<file path="config.mk">
export PLATFORM = sky130hd
export DESIGN_NAME = strmq_queue
export DESIGN_NICKNAME = d
export VERILOG_FILES = /design/src/design/strmq_pkg.sv /design/src/design/strmq_queue.sv
export SDC_FILE = /design/constraint.sdc
export NUM_CORES = 1
export LEC_CHECK = 0
export CORE_MARGIN = 2
export CORE_UTILIZATION = 62
export DETAILED_ROUTE_END_ITERATION = 16
export DONT_BUFFER_PORTS = 1
export PLACE_DENSITY = 0.86
export SYNTH_ARGS = -nofsm -noshare
export SYNTH_HDL_FRONTEND = slang
export SYNTH_SLANG_ARGS = --single-unit
export TNS_END_PERCENT = 10
</file>
<file path="constraint.sdc">
create_clock -name clk_i -period 3.5 [get_ports clk_i]
set_input_delay 0.35 -clock clk_i [delete_from_list [all_inputs] [get_ports clk_i]]
set_output_delay 0.35 -clock clk_i [all_outputs]
set_load 0.1 [all_outputs]
</file>
<file path="src/design/strmq_pkg.sv">
// Package: constants, payload structs and queue entry type for the range-minimum engine.
package strmq_pkg;
  localparam int MaxElements = 1024;
  localparam int NumLevels   = 11;
  localparam int ValueBits   = 32;
  localparam int IdxBits     = $clog2(MaxElements);
  localparam int CntBits     = IdxBits + 1;
  localparam int LvlBits     = $clog2(NumLevels);
  localparam int CellBits    = ValueBits + IdxBits;
  localparam int AddrBits    = $clog2(NumLevels * MaxElements);

  localparam logic ModeLoad  = 1'b0;
  localparam logic ModeQuery = 1'b1;

  typedef struct packed {
    logic                        mode;
    logic signed [ValueBits-1:0] value;
    logic                        last;
    logic [IdxBits-1:0]          left_index;
    logic [IdxBits-1:0]          right_index;
  } in_item_t;

  typedef struct packed {
    logic signed [ValueBits-1:0] min_value;
    logic [IdxBits-1:0]          min_index;
    logic                        status;
  } out_item_t;

  typedef enum logic [1:0] {
    OpStore = 2'd0,
    OpBuild = 2'd1,
    OpQuery = 2'd2,
    OpFlag  = 2'd3
  } op_e;

  // Classified command from front to back
  typedef struct packed {
    op_e                         op;
    logic signed [ValueBits-1:0] value;
    logic [IdxBits-1:0]          addr;
    logic [IdxBits-1:0]          left_index;
    logic [IdxBits-1:0]          right_index;
    logic [CntBits-1:0]          count;
  } cmd_t;

  function automatic logic [AddrBits-1:0] cell_addr(logic [LvlBits-1:0] lvl,
                                                   logic [IdxBits-1:0] idx);
    logic [AddrBits+LvlBits-1:0] a;
    a = (AddrBits+LvlBits)'(lvl) * (AddrBits+LvlBits)'(MaxElements) +
        (AddrBits+LvlBits)'(idx);
    return a[AddrBits-1:0];
  endfunction

  function automatic logic [LvlBits-1:0] floor_log2(logic [CntBits-1:0] n);
    logic [LvlBits-1:0] k;
    k = '0;
    for (int i = 1; i < CntBits; i++) begin
      if (n[i]) k = LvlBits'(i);
    end
    return k;
  endfunction
endpackage

</file>
<file path="src/design/strmq_queue.sv">
// Two-entry command queue between front and back ends.
module strmq_queue import strmq_pkg::*; (
  input  logic clk_i,
  input  logic rst_ni,
  input  logic push_valid_i,
  output logic push_ready_o,
  input  cmd_t push_data_i,
  input  logic push_drop_i,
  output logic pop_valid_o,
  input  logic pop_ready_i,
  output cmd_t pop_data_o,
  output logic pop_drop_o
);
  cmd_t       data_q [2];
  logic [1:0] drop_q;
  logic       wr_q, rd_q;
  logic [1:0] fill_q;

  assign push_ready_o = fill_q != 2'd2;
  assign pop_valid_o  = fill_q != 2'd0;
  assign pop_data_o   = data_q[rd_q];
  assign pop_drop_o   = drop_q[rd_q];

  // Advance pointers on each transfer
  always_ff @(posedge clk_i or negedge rst_ni) begin
    if (!rst_ni) begin
      wr_q   <= 1'b0;
      rd_q   <= 1'b0;
      fill_q <= '0;
      drop_q <= '0;
    end else begin
      if (push_valid_i && push_ready_o) begin
        wr_q         <= ~wr_q;
        drop_q[wr_q] <= push_drop_i;
      end
      if (pop_valid_o && pop_ready_i) rd_q <= ~rd_q;
      fill_q <= fill_q + 2'((push_valid_i && push_ready_o) ? 1 : 0)
                       - 2'((pop_valid_o && pop_ready_i) ? 1 : 0);
    end
  end

  always_ff @(posedge clk_i) begin
    if (push_valid_i && push_ready_o) data_q[wr_q] <= push_data_i;
  end
endmodule

</file>
* Yosys cells after proc, flatten, opt, wreduce, memory -nomap -nowiden *
Memory sizes are Yosys's and may differ from the RTL's.
Index checks and enable logic that the tools add are counted.

storage, ports and cells
  ROM bits = 0
  latch bits = 0
  bits in writable memories = 150
  memories = 1
  output and inout port bits = 78
  input port bits = 80
  register bits after elaboration = 6

memories
  memory  words  bits a word  read ports  clocked after memory_dff  write ports  line               source
  data_q  2      75           1           0                         1            strmq_queue.sv:14  cmd_t data_q [2];

operators by class
  reduce and logical (&&, ||, !) cells = 4
  add/subtract/negate cells = 2
  shift-type cells = 0
  muxes and demuxes = 9
  bitwise gates (word level) = 2
  $mul = 0
  magnitude comparators = 3
  div/mod/pow operators = 0
  equality and inequality tests = 1

operator list
  kind                                                                          number
  1-bit 2-to-1 mux                                                              7
  1-bit by 2-bit less-than comparator with 1-bit output, second input constant  2
  1-bit logical AND                                                             3
  2-bit by 1-bit adder with 2-bit output                                        1
  2-bit bitwise mux                                                             1
  2-bit != test, second input constant                                          1
  1-bit inverter                                                                2
  2-bit nonzero test                                                            1
  2-bit by 1-bit subtractor with 2-bit output                                   1
  1-bit demux with 1-bit select                                                 1
  1-bit >= comparator, second input constant                                    1

* Logic depth before layout (Yosys ltp) *
  depth after elaboration = 5
  depth in mapped cells = 5
  gate-level depth less buffers = 5

* Worst setup path after synthesis *
No wires, ideal clock.

  path type = flip-flop to flip-flop
  from = register fill_q[0]
  to = memory data_q[0][0] (netlist bit), enable pin
  setup slack = 502 ps
  stages on the path, launching flop included = 4
  period minus slack after synthesis = 2998 ps
  library setup time = 429 ps
  arrival time = 2569 ps
  buffers on the path = 0
  cells stage by stage = dfrtp_1 > nand2b_2 > nand3b_1 > inv_1

on the way
  cells in the longest elaborated chain, start to end = 4

RTL lines
  item                                    line               source
  start: declaration                      strmq_queue.sv:17  logic [1:0] fill_q;
  start signal: assignment                strmq_queue.sv:37  fill_q <= fill_q + 2'((push_valid_i && push_ready_o) ? 1 : 0)
  2-bit != test                           strmq_queue.sv:19  assign push_ready_o = fill_q != 2'd2;
  net push_ready_o                        strmq_queue.sv:6   output logic push_ready_o,
  1-bit logical AND                       strmq_queue.sv:43  if (push_valid_i && push_ready_o) data_q[wr_q] <= push_data_i;
  1-bit 2-to-1 mux                        strmq_queue.sv:43
  1-bit 2-to-1 mux (not written as such)  strmq_queue.sv:43
  end: declaration                        strmq_queue.sv:14

The timed path passes the listed nets, and every way through them passes these cells.

==> out/results.ini <==
[clock_tree]
clockBufferDepth = 2
clk_latency_ns = 0.50
cts_sinks = 156
cts_resized = 0
cts_setup_buffers = 0
cts_hold_buffers = 79
path_clk_slew_ns = 0.06
root_buffer = clkbuf_8
cts_tree = yes
numCtsBuffers = 17
cts_max_level = 4

[yosys]
ys_seq_area_frac = 0.795
synth_top_area_cell = edfxtp_1
yosys_warnings = 0
synth_area_sq_um = 5860
synth_seq_cells = 156
syn_inst = 262
synth_simple_gate_area_frac = 0.0120
synth_xor_area_frac = 0.00449
syn_area_per_cell_sq_um = 22.3
synth_adder_area_share = 0.00214
ys_types = 21
yosys-top-cells-area = edfxtp_1 77%, mux2_1 9.0%, mux2_4 7.9%
muxShareOfSynthArea = 0.170
synth_top_family_by_area = multiplexers
synth.top_cell.area_share = 0.769
synth_compound_area_frac = 0.00406
synth_nets = 343

[timing]
setup_tns_ns = 0
finClkSkew_ns = 0.0102
period_minus_slack_ns = 2.72
timing.fmax_ghz = 0.367
tightest_slew_ns = 0.964
fin_crit_sh = 0.778
final-setup-viol-count = 0
max-slew-margin-rel = 0.357
hold_viol_final = 0
drv_slew = 0
rsz0062_at_grt = no

[global_routing]
grt_pass1_vias = 2926
antenna_found_initial = 0
grt_pass1_wl_um = 15700
grt_max_degree = 57
overflow = 0
track_usage = 0.212

[detailed_routing]
drtIter0Drc = 112
drt_pass1_iterations = 4
wirelength_um = 10700
wire_per_inst_um = 22.2
ant_nets = 0
drc_errors = 0
vias_per_cell = 5.72
vias = 2746

[layout]
antenna_cells = 0
final_net_count = 437
final_common_cell = edfxtp_1
finalInstanceArea_sq_um = 7300
layout_common_cells = 150 x edfxtp_1, 79 x dlygate4sd3_1, 47 x mux2_1
area_growth_pct = 24.7
drive_gt1_frac = 0.190

[die]
fp.dieW_um = 101
die_area_sq_um = 10200
coreArea_sq_um = 9200
die_y_um = 101
ios = 158
rows = 35
start_util = 0.637

[worst_setup_path]
worstReg2RegStart = fill_q[0]
critPathMaxFanout = 56
required_ns = 3.15
crit_slowest_cell = dfrtp_4
path_buf_inv = 0
worstPathCellList = mux2_1
crit_start = rd_q
crit_family = flip-flops
endpoint_kind = output port
critPathMaxStageDelay_ns = 0.98
cp-start-kind = flip-flop
cp.arrival_ns = 2.37
criticalPathCategory = reg2out

[placed_design]
port_buffers = 0
gp_congestion = 0.758
dp_hpwl_um = 5920
dpl_cell_area_sq_um = 5980

[hold_path]
min_from = push_valid_i
min_path_type = in2reg

[flow_run]
maxCapViolations = 0

[outcome]
status = finished, final reports clean

==> stage by stage <==
stage	instances	worst slack (ns)	hold WS, ns	util
3_3_place_gp	369	1.14	0.0545	0.650
2_1_floorplan	262	0.502	0.0544	-
3_5_place_dp	369	1.09	0.0546	0.650
5_1_grt	480	0.691	0.117	0.794
4_1_cts	480	0.733	0.104	0.794
6_report	480	0.778	0.139	0.794
==> registers in the layout (all words and copies together) (netlist names) <==
register / flops
data_q: 150
drop_q: 2
fill_q: 2
rd_q: 1
wr_q: 1
==> final cells by class <==
cell class / instances / area [sq um]
timing repair buffer: 84 / 841
clock buffer: 19 / 422
sequential: 156 / 4660
multi-input combinational: 96 / 1130
inverter: 1 / 5.00
tap: 111 / 139
fill: 479 / 1900
clock inverter: 13 / 109
==> logic make-up (layout without fill, tap and decap cells) <==
| group | count (synthesis) | count (layout) |
|---|---|---|
| buffers and inverters | 10 | 117 |
| flip-flops | 156 | 156 |
| XOR/XNOR | 3 | 3 |
| AND/OR/NAND/NOR | 11 | 11 |
| adder cells (fa/ha/maj) | 1 | 1 |
| multiplexers | 78 | 78 |
| AO/OA/AOI/OAI | 3 | 3 |
==> layer usage <==
metal / share of wire / vias up / wire (um) / global-route usage
li1: - / 1226 / - / -
met4: 0.013 / 0 / 137 / 0.0717
met1: 0.38 / 1373 / 4060 / 0.248
met5: 0 / - / 0 / 0
met2: 0.52 / 133 / 5570 / 0.365
met3: 0.084 / 14 / 901 / 0.0752
==> synthesized netlist by cell type <==
| library cell | number |
|---|---|
| and3_4 | 1 |
| nor2b_1 | 1 |
| nand3b_1 | 1 |
| nor2_1 | 2 |
| mux2_4 | 31 |
| xnor2_1 | 3 |
| ha_1 | 1 |
| inv_1 | 1 |
| nand2_1 | 2 |
| nor4bb_1 | 1 |
| o21ai_0 | 1 |
| or2_1 | 1 |
| edfxtp_1 | 150 |
| nand2b_2 | 1 |
| nand3_1 | 1 |
| buf_6 | 4 |
| buf_2 | 5 |
| mux2_1 | 47 |
| o21ba_1 | 1 |
| dfrtp_1 | 6 |
| a311oi_1 | 1 |
==> worst paths after layout <==
path | endpoint | slack, ns | depth (start not counted)
max in group asynchronous | rd_q | 3.08 | 1
hold / removal | fill_q[1] | 0.14 | 2
setup / recovery | pop_data_o[74] | 0.78 | 1
setup reg to reg | data_q[1][9] | 1.06 | 3
min in group asynchronous | fill_q[1] | 0.17 | 1
hold reg to reg | wr_q | 0.49 | 1
Power is left out: the tool's default activity adds up to more than one toggle a clock period on the data nets, which glitch-free logic cannot reach.
