===== src/design/strmq_pkg.sv =====
// Package: constants, payload structs and queue entry type for the range-minimum engine.
package strmq_pkg;
  localparam int MaxElements = 1024;
  localparam int NumLevels   = 11;
  localparam int ValueBits   = 32;
  localparam int IdxBits     = $clog2(MaxElements);
  localparam int CntBits     = IdxBits + 1;
  localparam int LvlBits     = $clog2(NumLevels);
  localparam int CellBits    = ValueBits + IdxBits;
  localparam int AddrBits    = $clog2(NumLevels * MaxElements);

  localparam logic ModeLoad  = 1'b0;
  localparam logic ModeQuery = 1'b1;

  typedef struct packed {
    logic                        mode;
    logic signed [ValueBits-1:0] value;
    logic                        last;
    logic [IdxBits-1:0]          left_index;
    logic [IdxBits-1:0]          right_index;
  } in_item_t;

  typedef struct packed {
    logic signed [ValueBits-1:0] min_value;
    logic [IdxBits-1:0]          min_index;
    logic                        status;
  } out_item_t;

  typedef enum logic [1:0] {
    OpStore = 2'd0,
    OpBuild = 2'd1,
    OpQuery = 2'd2,
    OpFlag  = 2'd3
  } op_e;

  // Classified command from front to back
  typedef struct packed {
    op_e                         op;
    logic signed [ValueBits-1:0] value;
    logic [IdxBits-1:0]          addr;
    logic [IdxBits-1:0]          left_index;
    logic [IdxBits-1:0]          right_index;
    logic [CntBits-1:0]          count;
  } cmd_t;

  function automatic logic [AddrBits-1:0] cell_addr(logic [LvlBits-1:0] lvl,
                                                   logic [IdxBits-1:0] idx);
    logic [AddrBits+LvlBits-1:0] a;
    a = (AddrBits+LvlBits)'(lvl) * (AddrBits+LvlBits)'(MaxElements) +
        (AddrBits+LvlBits)'(idx);
    return a[AddrBits-1:0];
  endfunction

  function automatic logic [LvlBits-1:0] floor_log2(logic [CntBits-1:0] n);
    logic [LvlBits-1:0] k;
    k = '0;
    for (int i = 1; i < CntBits; i++) begin
      if (n[i]) k = LvlBits'(i);
    end
    return k;
  endfunction
endpackage


===== src/design/strmq_front.sv =====
// Front end: accepts items, tracks array length and readiness, classifies commands.
module strmq_front import strmq_pkg::*; (
  input  logic     clk_i,
  input  logic     rst_ni,
  input  logic     in_valid,
  output logic     in_ready,
  input  in_item_t in_data,
  output logic     cmd_valid_o,
  input  logic     cmd_ready_i,
  output cmd_t     cmd_o
);
  logic [CntBits-1:0] count_q, count_d;
  logic               ready_q, ready_d;
  logic [CntBits-1:0] base;
  logic               room;

  // A build must be queued behind the store, so a last load needs two slots: take
  // the store now and the build as a second step.
  logic build_pend_q, build_pend_d;

  assign in_ready    = cmd_ready_i && !build_pend_q;
  assign cmd_valid_o = build_pend_q || in_valid;
  assign base        = ready_q ? '0 : count_q;
  assign room        = base < CntBits'(MaxElements);

  always_comb begin
    count_d      = count_q;
    ready_d      = ready_q;
    build_pend_d = build_pend_q;
    cmd_o        = '0;
    cmd_o.value  = in_data.value;
    cmd_o.addr   = base[IdxBits-1:0];
    cmd_o.left_index  = in_data.left_index;
    cmd_o.right_index = in_data.right_index;
    cmd_o.count  = count_q;
    if (build_pend_q) begin
      cmd_o.op = OpBuild;
      if (cmd_ready_i) begin
        build_pend_d = 1'b0;
        ready_d      = 1'b1;
      end
    end else if (in_data.mode == ModeLoad) begin
      // Store while there is room; past capacity a last load still builds, others drop
      if (room)              cmd_o.op = OpStore;
      else if (in_data.last) cmd_o.op = OpBuild;
      else                   cmd_o.op = OpFlag;
      if (in_valid && cmd_ready_i) begin
        count_d = room ? base + 1'b1 : base;
        ready_d = 1'b0;
        if (in_data.last) begin
          if (room) build_pend_d = 1'b1;
          else      ready_d = 1'b1;
        end
      end
      cmd_o.count = room ? base + 1'b1 : base;
    end else begin
      if (!ready_q || count_q == '0 || in_data.left_index > in_data.right_index ||
          CntBits'(in_data.right_index) >= count_q)
        cmd_o.op = OpFlag;
      else
        cmd_o.op = OpQuery;
    end
  end

  // Hold array length, readiness and the pending build
  always_ff @(posedge clk_i or negedge rst_ni) begin
    if (!rst_ni) begin
      count_q      <= '0;
      ready_q      <= 1'b0;
      build_pend_q <= 1'b0;
    end else begin
      count_q      <= count_d;
      ready_q      <= ready_d;
      build_pend_q <= build_pend_d;
    end
  end
endmodule


===== config.mk =====
export PLATFORM = sky130hd
export DESIGN_NAME = strmq_front
export DESIGN_NICKNAME = d
export VERILOG_FILES = /design/src/design/strmq_pkg.sv /design/src/design/strmq_front.sv
export SDC_FILE = /design/constraint.sdc
export NUM_CORES = 1
export LEC_CHECK = 0
export ABC_AREA = 1
export ABC_CLOCK_PERIOD_IN_PS = 3000
export BUFFER_PORTS_ARGS = -buffer_cell sky130_fd_sc_hd__clkbuf_2
export CORE_MARGIN = 2
export CORE_UTILIZATION = 38
export CTS_CLUSTER_DIAMETER = 100
export CTS_CLUSTER_SIZE = 40
export DETAILED_ROUTE_END_ITERATION = 8
export PLACE_DENSITY = 0.8
export SETUP_SLACK_MARGIN = 0.4
export SLEW_MARGIN = 10
export SYNTH_ARGS = -nofsm -noshare
export SYNTH_HDL_FRONTEND = slang
export SYNTH_SLANG_ARGS = --single-unit

===== constraint.sdc =====
create_clock -name clk_i -period 3 [get_ports clk_i]
set_input_delay 0.6 -clock clk_i [delete_from_list [all_inputs] [get_ports clk_i]]
set_output_delay 0.6 -clock clk_i [all_outputs]
set_load 0.01 [all_outputs]

## After elaboration in Yosys (flattened, before gate mapping)

Index checks and enable logic that the tools add are counted.

- Register bits after elaboration: 13
- Input bits: 58
- Output and inout bits: 77
- Word-level logic and storage cells: 44

- Add/sub/neg operators: 1
- Magnitude comparators: 3
- Equal/unequal tests: 2
- Multiplexer cells: 21
- Bitwise operators: 2
- Reductions and logical operators: 12

Operators with widths:

| kind | count |
|---|---|
| two-way mux 11 bit | 4 |
| two-way mux 1 bit | 13 |
| adder 11 x 1 -> 11 bit, second input constant | 1 |
| >= comparator 10 x 11 -> 1 bit | 1 |
| zero test 11 bit | 1 |
| less-than comparator 11 bit, second input constant | 1 |
| greater-than comparator 10 bit | 1 |
| two-way mux 2 bit | 4 |
| AND reduction 3 bit | 2 |
| logical OR 1 bit | 4 |
| logical AND 1 bit | 2 |
| zero test 1 bit | 2 |
| inequality test 2 x 1 -> 1 bit, second input constant | 1 |
| inequality test 2 bit, second input constant | 1 |
| NOT 1 bit | 2 |
| nonzero test 2 bit | 1 |

## Depth between registers and ports, before layout

- Word-level depth: 7
- Gate-level depth with buffers: 12
- Gate-level depth less buffers: 12

## Least setup slack after synthesis

Ideal clock, no wire load.

- Path type: register to output
- From: register ready_q
- To: output cmd_o[6] (netlist name)
- Arrival: 1.934 ns
- Data required time: 2.400 ns
- Path slack: 0.466 ns
- Cell stages (with the launch flop): 9
- Buffers on the path: 1
- Cells stage by stage: dfrtp_1 -> buf_6 -> nor2_1 -> ha_1 -> nand3_1 -> nor2_1 -> nand2_1 -> xor2_1 -> o21ai_0

RTL lines:

| item | line | RTL |
|---|---|---|
| from (decl) | strmq_front.sv:13 | `logic ready_q, ready_d;` |
| from (signal assigned) | strmq_front.sv:73 | `ready_q <= ready_d;` |
| to (decl) | strmq_front.sv:10 | `output cmd_t cmd_o` |

==> impl_metrics.ini <==
[run_status]
run_status = finished, final reports clean

[power]
peakVddDrop_uv = 401.6
swShare = 0.4528
seqPwrFrac = 0.274
switchingPower_uw = 396.8
internal_power_uw = 479.6
comb_power_share = 0.535
powerDensity_nw_per_um2 = 410.6
leakage_nw = 1.149
p_clk_frac = 0.191

[routing]
top_layer = met4
wl_microns = 4677
antenna_left = 0
via_per_inst = 4.791
first_pass_iters = 5
num_vias = 1859
drt_first_iter_violations = 120
routed-wl-met3_microns = 373
wl_per_cell_microns = 12.05
wl_met1_microns = 1906
drc = 0
wl_met2_microns = 2291

[cts]
cts_max_level = 1
cts_tree = built
cts_sinks = 13
path_clk_slew_ns = 0.06
cts_buffers = 3
clockBufferDepth = 2
clk_latency_ns = 0.25
root_buffer = clkbuf_8
postCtsHoldBufs = 0

[grt]
overflow = 0
track_usage = 0.1623
grt_max_degree = 17
grt_antenna_before_repair = 0
grt_pass1_vias = 1745
grt_pass1_wl_microns = 7734

[sta]
finalSetupViolations = 0
maxSlewViolCount = 0
relSlewSlack = 0.5981
fmax_mhz = 396.9
rsz0062_at_grt = false
fin_skew_ns = 0.001615
whs_ns = 0.2498
worst_slew_pin_slew_ns = 0.6012
setup_tns_ns = 0
timing_hold_violations_final = 0
fin_crit_sh = 0.8398
min_period_ns = 2.519

[logic_synthesis]
synth_cells = 293
ys_warn_count = 0
synth_top_area_share = 0.1987
yosysSeqAreaShare = 0.1656
yosysTopAreaCell = buf_4
netlist_top_cells_area = buf_4, dfrtp_1, ha_1, nand2_1, inv_1
synth_cell_types = 33
ys_ff_latch = 13
syn_avg_cell_area_sq_um = 6.704
syn_area_sq_um = 1964
synth_nets = 372

[job]
maxCapViolations = 0

[placement]
dp_hpwl_microns = 3703
io_buffers = 70
placed_cell_area_sq_um = 2001
gp_congestion = 0.8824

[final_layout]
n_antenna_cell = 0
final_common_cell = clkbuf_2
syn2layout_area_growth_pct = 8.663
fin_area_sq_um = 2135
nets = 398
layout_common_cells = clkbuf_2, nand2_1, inv_1, nor2_1, ha_1
drive_gt1_frac = 0.3145

[die]
die-area_sq_um = 5761
core-area_sq_um = 5042
num_rows = 26
io_pins = 135
die_h_microns = 75.90
die_x_microns = 75.90
start_util = 0.3896

[hold_path]
hold_path_class = in2async

[worst_setup_path]
worstSetupStartpointType = register
reg2reg_setup_slack_ns = 1.21
cp.arrival_ns = 1.92
critPathMaxFanout = 11
crit_path_end_kind = output port
worstPathRequired_ns = 2.40
critical_path_class = reg2out
[power by group through the flow]
| stage | Sequential (mW) | Combinational [mW] | Clock (mW) |
|---|---|---|---|
| finish | 0.240 | 0.469 | 0.167 |
| global placement | 0.238 | 0.400 | 0 |
| global route | 0.243 | 0.523 | 0.179 |
| detailed placement | 0.241 | 0.407 | 0 |
| floorplan | 0.237 | 0.333 | 0 |
| CTS | 0.234 | 0.427 | 0.169 |
[worst max-delay path: stages (launching register included)]
cell      delay (ns)
dfrtp_1         0.46
buf_6           0.20
nor2_4          0.16
nand3_2         0.13
nor2_4          0.13
nand2_2         0.09
xor2_1          0.17
o21ai_1         0.17
clkbuf_2        0.16
[timing repair]
action / 4_1_cts / 5_1_grt
setup buffers: 1 / 4
pin swaps: 0 / 5
gates cloned: 0 / 0
gates resized for setup: 2 / 11
endpoints found under the setup margin: 2 / 7
[through the flow]
step                setup slack [ns]  instances  utilization  power [mW]
CTS                           0.4172        384       0.4082      0.8306
finish                        0.4807        388       0.4233      0.8764
global placement              0.5908        379       0.3968      0.6379
floorplan                     0.4660        293            -      0.5701
global route                  0.3704        388       0.4233      0.9455
detailed placement            0.5623        379       0.3968      0.6478
[cells by family (layout without fill, tap and decap cells)]
kind of cell    after synthesis  count (layout)  synth area share
fa+ha+maj                    21              21            0.1338
xor+xnor                      6               6           0.02675
compound gates               32              32           0.09363
flops                        13              13            0.1656
simple gates                124             124            0.2905
buf+inv                      97             122            0.2898
[final timing paths]
path                                        start                 endpoint  cells past startpoint
setup / recovery              ready_q$_DFFE_PN0P_                 cmd_o[5]                      8
hold / removal                             rst_ni  count_q[10]$_DFFE_PN0P_                      1
setup reg to reg           build_pend_q$_DFF_PN0_   count_q[1]$_DFFE_PN0P_                      4
hold reg to reg            count_q[3]$_DFFE_PN0P_   count_q[3]$_DFFE_PN0P_                      2
max in group asynchronous                  rst_ni   count_q[1]$_DFFE_PN0P_                      1
min in group clk_i         count_q[3]$_DFFE_PN0P_   count_q[3]$_DFFE_PN0P_                      2
[synthesized netlist by cell type, drive strengths merged]
cell type and count:
nor2 34, o21ai 18, ha 21, or2 1, dfrtp 13, nand3 16
o31ai 1, o21bai 1, a211oi 1, a21o 1, nand3b 1, nand2 67
clkbuf 2, nand4 3, xor2 4, nor3 2, inv 42, o22ai 2
a21oi 5, buf 53, xnor2 2, a22oi 2, a21boi 1
[metal layers]
metal  global-route usage  up-vias
li1                     -      935
met2               0.2777       83
met4              0.07636        0
met5                    0        -
met3              0.03333       13
met1               0.1949      828
[area by class of cell]
| type | instances | area, sq um |
|---|---|---|
| sequential | 13 | 325.3 |
| multi-input combinational | 183 | 1117 |
| inverter | 42 | 160.2 |
| timing repair buffer | 76 | 399.1 |
| clock buffer | 4 | 45.04 |
| tap | 70 | 87.58 |
| fill | 520 | 2908 |
[flip-flops by register name (all words and copies together), names as in the netlist]
register	flops
build_pend_q	1
count_q	11
ready_q	1
Note: power is estimated with default switching activity, not from simulation.
